--- src/hdl/cfrh_pkg.sv ---
// Package for the card frame receiver with hold timer.
// Holds operation codes, frame constants, register indexes and the result record type.
// No dependencies.
`default_nettype none

package cfrh_pkg;

    localparam logic [1:0] OP_BYTE = 2'd0;
    localparam logic [1:0] OP_END  = 2'd1;
    localparam logic [1:0] OP_TICK = 2'd2;
    localparam logic [1:0] OP_READ = 2'd3;

    localparam logic CFG_HOLD = 1'b0;
    localparam logic CFG_BEEP = 1'b1;

    localparam int BUFFER_BYTES_DEF = 32;
    localparam int KEEP_BYTES       = 10;
    localparam int KEEP_IDX_W       = 4;
    localparam int CMP_W            = 9;
    localparam int WORDS            = 4;

    localparam logic [7:0]  FRAME_HEAD = 8'h02;
    localparam logic [7:0]  FRAME_TAIL = 8'h03;
    localparam logic [7:0]  MIN_LEN    = 8'd4;
    localparam logic [15:0] HOLD_RESET = 16'd3000;
    localparam logic [15:0] BEEP_RESET = 16'd500;

    localparam logic [7:0] TYPE_LOW    = 8'h02;
    localparam logic [7:0] TYPE_HIGH_A = 8'h01;
    localparam logic [7:0] TYPE_HIGH_B = 8'h03;

    localparam logic [15:0] TAG_ONE = 16'h0001;
    localparam logic [15:0] TAG_TWO = 16'h0002;

    localparam logic [4:0] LOW_BASE  = 5'd10;
    localparam logic [4:0] HIGH_BASE = 5'd14;
    localparam logic [4:0] HIGH_END  = 5'd18;

    typedef struct packed {
        logic [15:0] read_data;
        logic        frame_accepted;
        logic [7:0]  card_type;
        logic        data_cleared;
        logic        led_one;
        logic        led_two;
        logic        beep_on;
    } result_t;

    function automatic logic is_common_type(input logic [7:0] t);
        logic hit;
        begin
            case (t)
                8'h10, 8'h11, 8'h20, 8'h21, 8'h22, 8'h30, 8'h50, 8'h51, 8'hFF: hit = 1'b1;
                default: hit = 1'b0;
            endcase
            return hit;
        end
    endfunction

endpackage

`default_nettype wire

--- src/hdl/card_frame_receiver_with_hold.sv ---
// Top level of the card frame receiver with hold timer.
// Depends on cfrh_pkg for codes, constants and the result record.
//
//  Channel  | Handshake                  | Payload
//  ---------+----------------------------+----------------------------------------------
//  input    | in_valid / in_ready        | op, rx_byte, read_index
//  result   | out_valid / out_ready      | read_data, frame_accepted, card_type,
//           |                            | data_cleared, led_one, led_two, beep_on
//  config   | cfg_we (no wait)           | cfg_index, cfg_data
//
// Each transaction is handled in a single pass: the frame check, decode, timers and word read all
// settle between the state registers and the result register, so one input is taken per cycle
// while in_ready is high. An accepted input's result is registered into the output buffer.
// A two-entry output buffer lets one more input be taken while the output is stalled;
// in_ready drops only when both entries are full. Reset is immediate, with no clearing pass.
`default_nettype none

module card_frame_receiver_with_hold
    import cfrh_pkg::*;
#(
    parameter int BUFFER_BYTES = BUFFER_BYTES_DEF
)(
    input  wire logic        clk,
    input  wire logic        rst_n,
    input  wire logic        in_valid,
    output logic             in_ready,
    input  wire logic [1:0]  op,
    input  wire logic [7:0]  rx_byte,
    input  wire logic [4:0]  read_index,
    output logic             out_valid,
    input  wire logic        out_ready,
    output logic [15:0]      read_data,
    output logic             frame_accepted,
    output logic [7:0]       card_type,
    output logic             data_cleared,
    output logic             led_one,
    output logic             led_two,
    output logic             beep_on,
    input  wire logic        cfg_we,
    input  wire logic        cfg_index,
    input  wire logic [15:0] cfg_data
);

    localparam int CW = $clog2(BUFFER_BYTES + 1);
    localparam logic [CMP_W-1:0] BUF_X = CMP_W'(BUFFER_BYTES);

    logic [CW-1:0]  byte_count_reg, byte_count_next;
    logic [7:0]     running_xor_reg, running_xor_next;
    logic           tail_ok_reg, tail_ok_next;
    logic [7:0]     byte_reg [KEEP_BYTES];
    logic [7:0]     byte_next [KEEP_BYTES];
    logic [15:0]    common_reg [WORDS];
    logic [15:0]    common_next [WORDS];
    logic [15:0]    low_reg [WORDS];
    logic [15:0]    low_next [WORDS];
    logic [15:0]    high_reg [WORDS];
    logic [15:0]    high_next [WORDS];
    logic           hold_active_reg, hold_active_next;
    logic [15:0]    hold_rem_reg, hold_rem_next;
    logic [15:0]    beep_rem_reg, beep_rem_next;
    logic           led_one_reg, led_one_next;
    logic           led_two_reg, led_two_next;
    logic [15:0]    hold_ticks_reg;
    logic [15:0]    beep_ticks_reg;

    result_t        res;
    result_t        out_reg;
    result_t        skid_reg;
    logic           out_valid_reg;
    logic           skid_valid_reg;
    logic           in_acc;

    logic [7:0]       len;
    logic [7:0]       xor_len;
    logic [CMP_W-1:0] cnt_x;
    logic [CMP_W-1:0] len_x;
    logic [7:0]       fb [KEEP_BYTES];
    logic             frame_ok;
    logic [4:0]       ri_off;

    assign in_ready = !skid_valid_reg;
    assign in_acc   = in_valid && in_ready;

    assign len   = byte_reg[1];
    assign cnt_x = {{(CMP_W - CW){1'b0}}, byte_count_reg};
    assign len_x = {1'b0, len};

    always_comb
    begin
        for (int k = 0; k < KEEP_BYTES; k++)
        begin
            fb[k] = (8'(k) < len) ? byte_reg[k] : 8'h00;
        end
    end

    assign frame_ok = (cnt_x >= CMP_W'(2)) && (byte_reg[0] == FRAME_HEAD)
                      && (len >= MIN_LEN) && (len_x <= BUF_X) && (cnt_x >= len_x)
                      && (running_xor_reg == 8'h00) && tail_ok_reg;

    always_comb
    begin
        byte_count_next  = byte_count_reg;
        running_xor_next = running_xor_reg;
        tail_ok_next     = tail_ok_reg;
        byte_next        = byte_reg;
        common_next      = common_reg;
        low_next         = low_reg;
        high_next        = high_reg;
        hold_active_next = hold_active_reg;
        hold_rem_next    = hold_rem_reg;
        beep_rem_next    = beep_rem_reg;
        led_one_next     = led_one_reg;
        led_two_next     = led_two_reg;
        res              = '0;
        xor_len          = len;
        ri_off           = 5'd0;

        case (op)
            OP_BYTE:
            begin
                if (cnt_x < BUF_X)
                begin
                    byte_count_next = byte_count_reg + 1'b1;
                    if (cnt_x < CMP_W'(KEEP_BYTES))
                    begin
                        byte_next[byte_count_reg[KEEP_IDX_W-1:0]] = rx_byte;
                    end
                    xor_len = (cnt_x == CMP_W'(1)) ? rx_byte : len;
                    if ((cnt_x >= CMP_W'(1)) && (cnt_x + CMP_W'(2) <= {1'b0, xor_len}))
                    begin
                        running_xor_next = running_xor_reg ^ rx_byte;
                    end
                    if ((cnt_x >= CMP_W'(2)) && (cnt_x + CMP_W'(1) == len_x))
                    begin
                        tail_ok_next = (rx_byte == FRAME_TAIL);
                    end
                end
            end
            OP_END:
            begin
                if (frame_ok)
                begin
                    res.frame_accepted = 1'b1;
                    res.card_type      = byte_reg[2];
                    hold_active_next   = 1'b1;
                    hold_rem_next      = hold_ticks_reg;
                    beep_rem_next      = beep_ticks_reg;
                    if (byte_reg[2] == TYPE_LOW)
                    begin
                        low_next[0]    = TAG_ONE;
                        low_next[1]    = {8'h00, fb[5]};
                        low_next[2]    = {fb[6], fb[7]};
                        low_next[3]    = {fb[8], fb[9]};
                        common_next[0] = TAG_ONE;
                        common_next[1] = {8'h00, fb[5]};
                        common_next[2] = {fb[6], fb[7]};
                        common_next[3] = {fb[8], fb[9]};
                        led_one_next   = 1'b1;
                        led_two_next   = 1'b0;
                    end
                    else if ((byte_reg[2] == TYPE_HIGH_A) || (byte_reg[2] == TYPE_HIGH_B))
                    begin
                        high_next[0]   = TAG_ONE;
                        high_next[1]   = 16'h0000;
                        high_next[2]   = {fb[5], fb[6]};
                        high_next[3]   = {fb[7], fb[8]};
                        common_next[0] = TAG_TWO;
                        common_next[1] = 16'h0000;
                        common_next[2] = {fb[5], fb[6]};
                        common_next[3] = {fb[7], fb[8]};
                        led_two_next   = 1'b1;
                    end
                    else if (is_common_type(byte_reg[2]))
                    begin
                        common_next[0] = {8'h00, byte_reg[2]};
                        common_next[2] = {fb[4], fb[5]};
                        common_next[3] = {fb[6], fb[7]};
                    end
                end
                byte_count_next  = '0;
                running_xor_next = 8'h00;
                tail_ok_next     = 1'b0;
            end
            OP_TICK:
            begin
                if (beep_rem_reg != 16'h0000)
                begin
                    beep_rem_next = beep_rem_reg - 16'd1;
                end
                if (hold_active_reg)
                begin
                    if (hold_rem_reg <= 16'd1)
                    begin
                        hold_rem_next    = 16'h0000;
                        hold_active_next = 1'b0;
                        for (int w = 0; w < WORDS; w++)
                        begin
                            common_next[w] = 16'h0000;
                            low_next[w]    = 16'h0000;
                            high_next[w]   = 16'h0000;
                        end
                        led_one_next      = 1'b0;
                        led_two_next      = 1'b0;
                        res.data_cleared  = 1'b1;
                    end
                    else
                    begin
                        hold_rem_next = hold_rem_reg - 16'd1;
                    end
                end
            end
            OP_READ:
            begin
                if (read_index < 5'(WORDS))
                begin
                    res.read_data = common_reg[read_index[1:0]];
                end
                else if ((read_index >= LOW_BASE) && (read_index < HIGH_BASE))
                begin
                    ri_off        = read_index - LOW_BASE;
                    res.read_data = low_reg[ri_off[1:0]];
                end
                else if ((read_index >= HIGH_BASE) && (read_index < HIGH_END))
                begin
                    ri_off        = read_index - HIGH_BASE;
                    res.read_data = high_reg[ri_off[1:0]];
                end
            end
            default:
            begin
                res = '0;
            end
        endcase

        res.led_one = led_one_next;
        res.led_two = led_two_next;
        res.beep_on = (beep_rem_next != 16'h0000);
    end

    always_ff @(posedge clk or negedge rst_n)
    begin
        if (!rst_n)
        begin
            byte_count_reg  <= '0;
            running_xor_reg <= 8'h00;
            tail_ok_reg     <= 1'b0;
            hold_active_reg <= 1'b0;
            hold_rem_reg    <= 16'h0000;
            beep_rem_reg    <= 16'h0000;
            led_one_reg     <= 1'b0;
            led_two_reg     <= 1'b0;
            for (int w = 0; w < WORDS; w++)
            begin
                common_reg[w] <= 16'h0000;
                low_reg[w]    <= 16'h0000;
                high_reg[w]   <= 16'h0000;
            end
        end
        else if (in_acc)
        begin
            byte_count_reg  <= byte_count_next;
            running_xor_reg <= running_xor_next;
            tail_ok_reg     <= tail_ok_next;
            hold_active_reg <= hold_active_next;
            hold_rem_reg    <= hold_rem_next;
            beep_rem_reg    <= beep_rem_next;
            led_one_reg     <= led_one_next;
            led_two_reg     <= led_two_next;
            common_reg      <= common_next;
            low_reg         <= low_next;
            high_reg        <= high_next;
        end
    end

    always_ff @(posedge clk)
    begin
        if (in_acc)
        begin
            byte_reg <= byte_next;
        end
    end

    always_ff @(posedge clk or negedge rst_n)
    begin
        if (!rst_n)
        begin
            hold_ticks_reg <= HOLD_RESET;
            beep_ticks_reg <= BEEP_RESET;
        end
        else if (cfg_we)
        begin
            case (cfg_index)
                CFG_HOLD: hold_ticks_reg <= cfg_data;
                CFG_BEEP: beep_ticks_reg <= cfg_data;
                default:  hold_ticks_reg <= hold_ticks_reg;
            endcase
        end
    end

    always_ff @(posedge clk or negedge rst_n)
    begin
        if (!rst_n)
        begin
            out_valid_reg  <= 1'b0;
            skid_valid_reg <= 1'b0;
        end
        else if (!out_valid_reg || out_ready)
        begin
            if (skid_valid_reg)
            begin
                out_valid_reg  <= 1'b1;
                skid_valid_reg <= 1'b0;
            end
            else
            begin
                out_valid_reg <= in_acc;
            end
        end
        else if (in_acc)
        begin
            skid_valid_reg <= 1'b1;
        end
    end

    always_ff @(posedge clk)
    begin
        if (!out_valid_reg || out_ready)
        begin
            if (skid_valid_reg)
            begin
                out_reg <= skid_reg;
            end
            else if (in_acc)
            begin
                out_reg <= res;
            end
        end
        else if (in_acc)
        begin
            skid_reg <= res;
        end
    end

    assign out_valid      = out_valid_reg;
    assign read_data      = out_reg.read_data;
    assign frame_accepted = out_reg.frame_accepted;
    assign card_type      = out_reg.card_type;
    assign data_cleared   = out_reg.data_cleared;
    assign led_one        = out_reg.led_one;
    assign led_two        = out_reg.led_two;
    assign beep_on        = out_reg.beep_on;

endmodule

`default_nettype wire

--- config.mk ---
export PLATFORM = sky130hd
export DESIGN_NAME = card_frame_receiver_with_hold
export DESIGN_NICKNAME = d
export VERILOG_FILES = /design/src/hdl/cfrh_pkg.sv /design/src/hdl/card_frame_receiver_with_hold.sv
export SDC_FILE = /design/constraint.sdc
export NUM_CORES = 1
export LEC_CHECK = 0
export BUFFER_PORTS_ARGS = -buffer_cell sky130_fd_sc_hd__buf_2
export CAP_MARGIN = 10
export CORE_MARGIN = 2
export CORE_UTILIZATION = 55
export CTS_CLUSTER_DIAMETER = 120
export DETAILED_ROUTE_END_ITERATION = 8
export PLACE_DENSITY = 0.77
export SLEW_MARGIN = 20
export SYNTH_ARGS = -nofsm -noshare
export SYNTH_HDL_FRONTEND = slang
export SYNTH_SLANG_ARGS = --single-unit
--- constraint.sdc ---
create_clock -name clk -period 5.4 [get_ports clk]
set_input_delay 0.27 -clock clk [delete_from_list [all_inputs] [get_ports clk]]
set_output_delay 0.27 -clock clk [all_outputs]
set_load 0.01 [all_outputs]
[Yosys cells after proc, flatten, opt, wreduce, memory -nomap -nowiden]
Cells that the tools add are included.
Operators by class
  multiplexer cells: 85
  equality and inequality tests: 30
  reduce and logical (&&, ||, !) cells: 39
  bitwise logic cells: 7
  $add $sub $neg: 7
  order comparisons: 25
Operator list (number)
  two-way mux 64 bit: 9
  one-hot mux 64 bit (2 select lines): 3
  two-way mux 16 bit: 18
  binary-select mux 16 bit (select 2 bit): 3
  bitwise mux 80 bit: 1
  two-way mux 8 bit: 10
  two-way mux 32 bit: 2
  one-hot mux 16 bit (2 select lines): 2
  two-way mux 29 bit: 2
  demux 8 bit (select 4 bit): 1
  equality test 8 x 2 -> 1 bit, second input constant: 4
  equality test 8 x 6 -> 1 bit, second input constant: 4
  < comparator 3 x 8 -> 1 bit, first input constant: 4
  nonzero test 16 bit: 2
  subtractor 16 x 1 -> 16 bit, second input constant: 2
  two-way mux 1 bit: 25
  two-way mux 9 bit: 2
  inequality test 2 bit, second input constant: 9
  AND reduction 6 bit: 3
  equality test 8 x 5 -> 1 bit, second input constant: 2
  equality test 8 x 7 -> 1 bit, second input constant: 2
  <= comparator 16 x 1 -> 1 bit, second input constant: 1
  < comparator 4 x 8 -> 1 bit, first input constant: 2
  one-hot mux 8 bit (2 select lines): 1
  other kinds (45): 79
Word-level totals
  output and inout bits: 31
  bits of input ports: 37
  register bits after elaboration: 414

[Longest topological paths before layout]
Gate-level depths: netlist (run 1).
  depth in word-level cells: 14
  depth in mapped cells: 14
  mapped depth without buffers: 13

[Worst setup path after synthesis (run 1)]
Ideal clock, no wire load.
  kind: register to register
  from: register byte_count_reg[5]
  to: register running_xor_reg[0]
  setup time: 0.130 ns
  cell stages (with the launch flop): 14
  slack: 2.028 ns
  path buffers: 1
  required time: 5.270 ns
  arrival: 3.242 ns
  cell sequence: dfrtp_1 > buf_2 > nor4_2 > nand2_1 > mux2i_1 > ha_1 > nor2b_1 > o21a_1 > o21a_1 > o21ai_0 > a21oi_1 > a211oi_1 > o31ai_2 > o2bb2ai_1
On the way
  longest elaborated chain between the ends: 6
  elaborated cells between the ends (all ways): 10
  those cells by class: add/sub: 1; order compare: 3; eq/ne: 3; mux: 1; reduce/logical: 2
RTL lines
  start, declared: RTL line card_frame_receiver_with_hold.sv:47  | logic [CW-1:0] byte_count_reg, byte_count_next;
  start signal, assigned: RTL line card_frame_receiver_with_hold.sv:261  | byte_count_reg <= byte_count_next;
  branches (longest 5 deep; another with <= comparator 7 x 8 -> 1 bit)
  AND reduction 4 bit (no line) *
  end signal, assigned: RTL line card_frame_receiver_with_hold.sv:262  | running_xor_reg <= running_xor_next;
  end, declared: RTL line card_frame_receiver_with_hold.sv:48  | logic [7:0] running_xor_reg, running_xor_next;
Mark *: on every way between the ends.
A chain may end at the register's enable or synchronous reset.

[Worst setup path after layout (run 1)]
  from: register byte_reg, in the netlist len[2]
  to: register common_reg[16] (netlist name)
On the way
  longest elaborated chain between the ends: 8
  elaborated cells between the ends (all ways): 21
  those cells by class: order compare: 6; eq/ne: 1; mux: 8; reduce/logical: 6
RTL lines
  start, declared: RTL line card_frame_receiver_with_hold.sv:50  | logic [7:0] byte_reg [KEEP_BYTES];
  start signal, assigned: RTL line card_frame_receiver_with_hold.sv:279  | byte_reg <= byte_next;
  branches (longest 8 deep; another with < comparator 3 x 8 -> 1 bit)
  end signal, assigned: RTL line card_frame_receiver_with_hold.sv:269  | common_reg <= common_next;
  end, declared: RTL line card_frame_receiver_with_hold.sv:52  | logic [15:0] common_reg [WORDS];
Several ways; the timed one is not identified. The select of a mux whose other input is x is not followed.

==> results of run 1 <==
worst max-delay path, delay by kind of cell, from the launching register on:
| kind | cells | cell delay [ps] |
|---|---|---|
| compound gates | 4 | 1410 |
| buf+inv | 3 | 910 |
| simple gates | 2 | 260 |
| fa+ha+maj | 1 | 310 |
| flops | 1 | 580 |
| mux | 1 | 400 |
kinds of logic (layout without fill, tap and decap cells):
kind of cell | count (synthesis) | count (layout)
compound gates | 416 | 416
xor+xnor | 20 | 20
fa+ha+maj | 26 | 26
buf+inv | 127 | 190
flops | 336 | 336
mux | 124 | 124
simple gates | 491 | 491
stage by stage:
stage / cell area [um2] / hold slack [ps] / worst slack [ps] / total power (W) / std cells
finish: 18300 / 18.52 / 1361 / 0.006622 / 1993
global route: 18300 / 16.63 / 1168 / 0.006916 / 1993
CTS: 18290 / 8.028 / 1343 / 0.006638 / 1993
detailed placement: 17150 / 375.9 / 1336 / 0.004313 / 1925
global placement: 17150 / 377.8 / 1494 / 0.004255 / 1925
floorplan: 16590 / -25.59 / 2028 / 0.003957 / 1540
cells in the final DEF, fill, tap and decap left out, types with 17 or more instances in the layout:
cell type,instances
nand2_1,259
dfrtp_1,193
o21ai_0,148
edfxtp_1,130
a21oi_1,82
mux2_2,74
buf_2,66
nor2_1,65
mux2i_1,38
clkbuf_16,37
inv_1,31
nand3_1,28
ha_1,26
o21ai_1,24
nor3_1,22
buf_4,22
a31oi_1,19
a221o_1,17
worst max path at each step:
| stage | from | depth (start not counted) | to | slack (ps) |
|---|---|---|---|---|
| 6_report | len[2] | 11 | common_reg[16] | 1360 |
| 5_1_grt | len[1] | 11 | common_reg[17] | 1170 |
| 4_1_cts | byte_count_reg[3] | 12 | running_xor_reg[4] | 1340 |
| 3_5_place_dp | byte_count_reg[3] | 12 | running_xor_reg[4] | 1340 |
| 3_3_place_gp | byte_count_reg[2] | 12 | running_xor_reg[3] | 1490 |
| 2_1_floorplan | byte_count_reg[5] | 13 | running_xor_reg[0] | 2030 |
routing by layer:
| layer | track usage, % | vias to the layer above | part of all wire [%] |
|---|---|---|---|
| met5 | 0 | - | 0.027 |
| met4 | 7.480 | 2 | 2.0 |
| met3 | 5.227 | 85 | 8.1 |
| met2 | 42.31 | 594 | 45 |
| met1 | 41.91 | 6180 | 44 |
| li1 | - | 5760 | - |
power groups by stage:
stage               Sequential (W)  Clock, W  Combinational [W]
floorplan                  0.00322         0           0.000734
global placement           0.00330         0           0.000959
detailed placement         0.00332         0           0.000996
CTS                        0.00327   0.00236            0.00100
global route               0.00332   0.00246            0.00113
finish                     0.00328   0.00233            0.00101
final cells by class:
cell class,instances,area share [%]
Clock buffer,54,5.517
Multi-Input combinational cell,1077,38.06
Clock inverter,11,0.5469
Sequential cell,336,49.59
Inverter,33,0.6768
Timing Repair Buffer,92,2.947
Tap cell,390,2.666
==> results.py, run 1 <==
metrics = {
    "detailed_routing": {
        "first_iter_violations": 1484,
        "ant_nets": 0,
        "wl_per_cell_um": 21.91,
        "drt-total-wl_mm": 43.67,
        "viasPerCell": 6.333,
        "drcViolationCount": 0,
        "firstDrtPassIters": 6,
        "num_vias": 12620,
    },
    "clocking": {
        "ctsHoldBuffers": 3,
        "clk_latency_ps": 520,
        "cts_root_buffer": "clkbuf_16",
        "clock_sinks": 336,
        "numCtsBuffers": 36,
        "cts-htree-levels": 2,
        "path_clk_slew_ps": 60,
        "cts_tree": "done",
        "post_cts_buffers": 0,
        "cts_buffer_depth": 3,
        "cts.repair.resized": 0,
    },
    "worst_setup_path": {
        "r2r_slack_ps": 1360,
        "path_cells": "inv_1 -> ha_1 -> a31oi_1 -> nor2b_1 -> o311ai_1 -> a21oi_2 -> buf_4 -> o211ai_2 -> nand3b_1 -> buf_4 -> mux2_2",
        "crit_path_top_delay_cell": "o211ai_2",
        "reg2reg_to": "common_reg[16]",
        "end_kind": "flip-flop",
        "critical_path_class": "reg2reg",
        "critPathMaxFanout": 73,
        "slowest_delay_ps": 650,
        "cp.required_ps": 5800,
        "cpMostUsedCell": "buf_4",
        "r2r_start": "len[2]",
        "cp-start-kind": "flip-flop",
        "worstRegToRegCells": 11,
        "cp.arrival_ps": 4440,
    },
    "hold_path": {
        "min_delay_path_depth": 2,
        "hold_path.class": "in2reg",
        "min_to": "hold_ticks_reg[1]",
        "worstHoldStart": "cfg_data[1]",
    },
    "synthesis": {
        "synth_top_area_cell": "dfrtp_1",
        "synth_compound_area_share_pct": 15.85,
        "synth_top_flop_cell": "dfrtp_1",
        "synth_xor_area_share_pct": 1.056,
        "synth_mux_area_share_pct": 8.766,
        "synth.distinct_cells": 86,
        "synthAdderAreaFrac_pct": 1.961,
        "synth_edf_count": 130,
        "synthTopCellsByCount": "nand2_1 (259), dfrtp_1 (193), o21ai_0 (148)",
        "synth_top_family_by_area": "compound AO/OA/AOI/OAI gates",
        "ys_top_cells_by_area": "dfrtp_1 (29%), edfxtp_1 (24%), nand2_1 (5.9%)",
        "synth_top_area_share_pct": 29.12,
        "yosys.area_share.simple_pct": 14.23,
        "syn_area_per_cell_um2": 10.77,
        "synth_nets": 1603,
        "netlist_area_um2": 16590,
        "syn_inst": 1540,
        "seq_area_frac_synth_pct": 54.71,
        "ys_ff_latch": 336,
        "ys_async_sr_fraction_pct": 61.31,
        "synth_most_common_cell": "nand2_1",
        "ys_warn_count": 0,
    },
    "cells_and_area": {
        "num-fill-cells": 2381,
        "largest_reg_flops": 64,
        "area_growth_syn_to_layout_pct": 10.34,
        "drive_gt1_share_pct": 16.66,
        "antenna-diode-count": 0,
        "regArea_um2": 9075,
        "multiInputGateArea_um2": 6965,
        "finish.utilization_pct": 61.75,
        "finalNetCount": 1639,
    },
    "power": {
        "switchingPower_w": 0.001829,
        "pwr-share-seq_pct": 49.5,
        "clockPowerShare_pct": 35.2,
        "vdd_drop_max_v": 0.0003230,
        "p_int_w": 0.004794,
        "cellPowerDensity_nw_per_um2": 361.8,
        "combPwrFrac_pct": 15.2,
        "switching_share_pct": 27.61,
        "p_leak_nw": 7.502,
    },
    "floorplan": {
        "die_x_um": 177.7,
        "initial_core_util_pct": 55.96,
        "ioPinCount": 68,
        "core_um2": 29640,
        "die_h_um": 177.7,
        "rows": 63,
        "fp.dieArea_um2": 31560,
    },
    "timing": {
        "final_max_slew_viol_count": 0,
        "clock_skew_ps": 16.60,
        "clock.fmax_mhz": 247.6,
        "hold_viol": 0,
        "min_period_ps": 4039,
        "relSlewSlack_pct": 26.39,
        "setup_violations": 0,
        "worstMarginPinSlew_ps": 1101,
        "tns_ps": 0,
        "rsz0062_at_grt": "false",
        "period_share_pct": 74.79,
    },
    "grt": {
        "grt_use_total_pct": 28.07,
        "grt_max_degree": 94,
        "grt_pass1_vias": 12150,
        "antenna_found_initial": 1,
        "grt_pass1_wl_mm": 68.51,
        "grt_overflow": 0,
    },
    "place": {
        "place.gp.congestion": 0.9508,
        "port_buffers": 67,
        "dp_hpwl_mm": 30.49,
    },
    "run_status": {
        "status": "finished clean",
    },
    "flow_run": {
        "maxCapViolations": 0,
    },
}
Power figures use the tool's default switching activity.
==> run 2, diff against run 1 <==
Settings changed: PLACE_DENSITY 0.77 to 0.8.
Clock period 5.4 ns to 3.7 ns, I/O delays scaled along.
==> results.py, run 2 (synthesized netlist as in run 1, its figures left out) <==
metrics = {
    "worst_setup_path": {
        "critical_path_class": "reg2reg",
        "r2r_start": "byte_count_reg[5]",
        "cp-start-kind": "flip-flop",
        "cpMostUsedCell": "o21a_1",
        "cp.required_ps": 4130,
        "reg2reg_to": "running_xor_reg[7]",
        "slowest_delay_ps": 500,
        "critPathMaxFanout": 9,
        "r2r_slack_ps": 370,
        "crit_path_top_delay_cell": "dfrtp_1",
        "path_cells": "nor4_2 -> nand2_2 -> mux2i_1 -> ha_1 -> nor2b_1 -> o21a_1 -> o21a_1 -> o21ai_0 -> a21oi_1 -> a211oi_1 -> buf_4 -> o221ai_1 -> o2bb2ai_1",
        "cp.arrival_ps": 3760,
        "end_kind": "flip-flop",
        "worstRegToRegCells": 13,
    },
    "detailed_routing": {
        "highest_layer": "met5",
        "drt-total-wl_mm": 44.00,
        "viasPerCell": 6.373,
        "wl_met1_mm": 18.64,
        "firstDrtPassIters": 6,
        "num_vias": 12910,
        "drcViolationCount": 0,
        "ant_nets": 0,
        "dr_wl_met2_mm": 20.04,
        "first_iter_violations": 1693,
        "wl_per_cell_um": 21.73,
        "dr_wl_met3_mm": 4.009,
    },
    "clocking": {
        "cts_buffer_depth": 3,
        "clock_sinks": 336,
        "cts_root_buffer": "clkbuf_16",
        "numCtsBuffers": 36,
        "clk_latency_ps": 530,
        "cts-htree-levels": 2,
        "cts_tree": "done",
        "path_clk_slew_ps": 60,
    },
    "power": {
        "cellPowerDensity_nw_per_um2": 523.2,
        "p_leak_nw": 7.680,
        "power.total_w": 0.009747,
        "vdd_drop_max_v": 0.0003542,
    },
    "timing": {
        "clock_skew_ps": 24.10,
        "tns_ps": 0,
        "hold_viol": 0,
        "final_max_slew_viol_count": 0,
        "period_share_pct": 89.86,
        "clock.fmax_mhz": 300.8,
        "min_period_ps": 3325,
        "worstMarginPinSlew_ps": 1012,
        "relSlewSlack_pct": 32.26,
        "setup_violations": 0,
        "rsz0062_at_grt": "false",
    },
    "cells_and_area": {
        "antenna-diode-count": 0,
        "layout_common_cells": "nand2_1 (258), dfrtp_1 (193), o21ai_0 (148)",
        "fin_cells": 2025,
        "largest_reg_flops": 64,
        "final_common_cell": "nand2_1",
        "finish.utilization_pct": 62.86,
        "drive_gt1_share_pct": 17.80,
        "area_growth_syn_to_layout_pct": 12.33,
        "finalNetCount": 1671,
    },
    "place": {
        "place.gp.congestion": 0.9207,
        "dp_hpwl_mm": 30.25,
        "place_inst": 1942,
        "port_buffers": 67,
    },
    "flow_run": {
        "maxCapViolations": 0,
    },
    "floorplan": {
        "fp.dieArea_um2": 31560,
        "ioPinCount": 68,
        "rows": 63,
        "initial_core_util_pct": 55.96,
        "die_h_um": 177.7,
        "core_um2": 29640,
        "die_x_um": 177.7,
    },
    "hold_path": {
        "min_delay_path_depth": 3,
        "worstHoldStart": "out_ready",
        "hold_path.class": "in2reg",
        "min_to": "skid_valid_reg",
    },
    "run_status": {
        "status": "finished clean",
    },
    "grt": {
        "grt_pass1_wl_mm": 68.91,
        "grt_pass1_vias": 12320,
        "antenna_found_initial": 1,
        "grt_use_total_pct": 28.12,
        "grt_max_degree": 102,
        "grt_overflow": 0,
    },
}
run 2: worst max-delay path by stage:
| stage | to | startpoint | depth (start not counted) | slack (ps) |
|---|---|---|---|---|
| global placement | running_xor_reg[0] | byte_count_reg[5] | 13 | 410 |
| finish | running_xor_reg[7] | byte_count_reg[5] | 13 | 370 |
| global route | running_xor_reg[7] | byte_count_reg[5] | 13 | 110 |
| floorplan | running_xor_reg[0] | byte_count_reg[5] | 13 | 330 |
| CTS | running_xor_reg[7] | byte_count_reg[5] | 13 | 290 |
| detailed placement | running_xor_reg[7] | byte_count_reg[5] | 13 | 320 |
run 2: critical path: cells and delay by family (launching register included):
kind	cells	cell delay [ps]
DFF	1	500
buffers and inverters	1	230
adders and majority gates	1	300
AOI/OAI and AO/OA	7	1190
and+or+nand+nor	3	840
muxes	1	170
run 2: metrics by stage:
step / hold slack, ps / cell area [um2] / setup slack [ps]
CTS: 39.59 / 18630 / 291.0
detailed placement: 339.5 / 17320 / 316.6
global route: 72.42 / 18630 / 109.8
floorplan: -110.6 / 16590 / 328.0
global placement: 337.0 / 17320 / 405.1
finish: 39.40 / 18630 / 375.0
run 2: area by class of cell:
class | instances | area [um2]
clock buffer | 48 | 989.7
clock inverter | 17 | 131.4
fill | 2316 | 11010
inverter | 33 | 123.9
multi-input combinational | 1077 | 6955
sequential | 336 | 9075
tap | 390 | 488.0
timing repair buffer | 124 | 867.1
run 2: where the power goes:
part	internal [W]	total (W)	switching, W
logic	0.000670	0.00154	0.000873
clock network	0.00196	0.00343	0.00147
registers	0.00439	0.00477	0.000379
run 2: what timing repair did:
action / in CTS / in global routing
gates resized for setup: 0 / 1
setup buffers: 0 / 0
hold buffers: 18 / 0
setup endpoints to repair: 0 / 2
hold endpoints to repair: 133 / 0
run 2: layer usage:
layer  global-route usage, %  up-vias
li1                        -     5809
met1                   40.87     6234
met2                   43.67      737
met3                   4.477      123
met4                   8.641        2
met5                       0        -
==> run 3, diff against run 2 <==
Settings changed: MAX_ROUTING_LAYER from default to met4, PLACE_DENSITY 0.8 to 0.77.
Clock period 3.7 ns to 4 ns, I/O delays scaled along.
==> results.py, run 3 (synthesized netlist as in run 1, its figures left out) <==
metrics = {
    "run_status": {
        "status": "finished clean",
    },
    "detailed_routing": {
        "num_vias": 12770,
        "wl_per_cell_um": 21.52,
        "drt-total-wl_mm": 43.57,
        "firstDrtPassIters": 6,
        "viasPerCell": 6.305,
        "ant_nets": 0,
        "first_iter_violations": 1632,
        "drcViolationCount": 0,
    },
    "worst_setup_path": {
        "critPathMaxFanout": 9,
        "cp-start-kind": "flip-flop",
        "slowest_delay_ps": 580,
        "cp.required_ps": 4430,
        "path_cells": "inv_1 -> ha_1 -> nand2_1 -> mux2_2 -> ha_1 -> nor2b_1 -> o21a_1 -> o21a_1 -> o21ai_0 -> a21oi_1 -> a211oi_1 -> buf_4 -> o31ai_2 -> o2bb2ai_1",
        "critical_path_class": "reg2reg",
        "cp.arrival_ps": 3870,
        "crit_path_top_delay_cell": "o31ai_2",
        "end_kind": "flip-flop",
    },
    "place": {
        "place.gp.congestion": 0.9347,
        "place_inst": 1940,
        "port_buffers": 67,
        "dp_hpwl_mm": 30.06,
    },
    "cells_and_area": {
        "area_growth_syn_to_layout_pct": 12.34,
        "final_common_cell": "nand2_1",
        "largest_reg_flops": 64,
        "antenna-diode-count": 0,
        "fin_cells": 2025,
        "num-fill-cells": 2367,
        "layout_common_cells": "nand2_1 (259), dfrtp_1 (193), o21ai_0 (148)",
        "drive_gt1_share_pct": 17.43,
        "finalNetCount": 1670,
    },
    "power": {
        "cellPowerDensity_nw_per_um2": 489.1,
        "power.total_w": 0.009114,
        "vdd_drop_max_v": 0.0003517,
        "p_leak_nw": 7.669,
    },
    "clocking": {
        "clk_latency_ps": 530,
        "cts_tree": "done",
        "path_clk_slew_ps": 60,
        "cts_buffer_depth": 3,
        "clock_sinks": 336,
        "post_cts_buffers": 0,
        "numCtsBuffers": 37,
        "cts_root_buffer": "clkbuf_16",
        "cts-htree-levels": 2,
    },
    "timing": {
        "setup_violations": 0,
        "final_max_slew_viol_count": 0,
        "tns_ps": 0,
        "worstMarginPinSlew_ps": 1072,
        "clock_skew_ps": 21.70,
        "period_share_pct": 86.20,
        "clock.fmax_mhz": 290.0,
        "min_period_ps": 3448,
        "hold_viol": 0,
        "relSlewSlack_pct": 28.24,
        "rsz0062_at_grt": "false",
    },
    "flow_run": {
        "maxCapViolations": 0,
    },
    "grt": {
        "grt_overflow": 0,
        "grt_use_total_pct": 28.72,
        "grt_pass1_vias": 12070,
        "antenna_found_initial": 0,
        "grt_pass1_wl_mm": 68.20,
        "grt_max_degree": 103,
    },
    "floorplan": {
        "initial_core_util_pct": 55.96,
        "die_x_um": 177.7,
        "core_um2": 29640,
        "ioPinCount": 68,
        "rows": 63,
        "die_h_um": 177.7,
        "fp.dieArea_um2": 31560,
    },
    "hold_path": {
        "hold_path.class": "in2reg",
    },
}
==> run 3: routing by layer <==
layer	part of all wire (%)	routed length, um	up-vias	GRT usage (%)
met4	2.1	899	0	7.138
met1	43	18600	6213	41.68
li1	-	-	5825	-
met2	46	19940	649	42.85
met5	0	0	-	-
met3	9.5	4126	81	4.220
==> run 3: worst paths after layout <==
path,startpoint,endpoint,slack (ps),cells after the start
max,byte_count_reg[1],running_xor_reg[0],550,14
max reg2reg,byte_count_reg[1],running_xor_reg[0],550,14
min in group asynchronous,rst_n,running_xor_reg[1],320,2
min,out_ready,out_valid,50,3
min reg2reg,high_reg[22],high_reg[22],480,2
max in group asynchronous,rst_n,hold_ticks_reg[5],2670,3
==> run 3: per-stage QoR <==
step	utilization [%]	setup WS (ps)	instance area (um2)	hold slack [ps]
floorplan	-	628.0	16590	-95.59
global placement	58.32	662.7	17280	345.2
detailed placement	58.32	570.5	17280	342.9
CTS	62.85	540.6	18630	29.34
global route	62.87	267.2	18630	45.35
finish	62.87	552.2	18630	48.72
==> run 3: worst max-delay path: cells and delay by family, from the launching register on <==
| family | cells | cell delay [ps] |
|---|---|---|
| AOI/OAI and AO/OA | 7 | 1260 |
| DFF | 1 | 510 |
| and+or+nand+nor | 2 | 430 |
| adders and majority gates | 2 | 420 |
| muxes | 1 | 390 |
| buffers and inverters | 2 | 350 |
==> run 3: report_power, final <==
| part | leakage (nW) | switching (W) | internal, W |
|---|---|---|---|
| clock | 0.561 | 0.00135 | 0.00194 |
| combinational | 3.31 | 0.000790 | 0.000614 |
| sequential | 3.80 | 0.000354 | 0.00406 |
==> run 3: repair_timing <==
item	CTS	global route
hold buffers	18	0
hold endpoints to repair	132	0
gates resized for setup	0	0
==> run 3: final cells by class <==
| class | count | area, um2 | share of cell area, % |
|---|---|---|---|
| timing repair buffer | 122 | 827.0 | 4.439 |
| clock buffer | 49 | 991.0 | 5.318 |
| tap | 390 | 488.0 | 2.619 |
| clock inverter | 18 | 173.9 | 0.9334 |
| multi-input combinational | 1077 | 6954 | 37.32 |
| sequential | 336 | 9075 | 48.70 |
| inverter | 33 | 123.9 | 0.6648 |
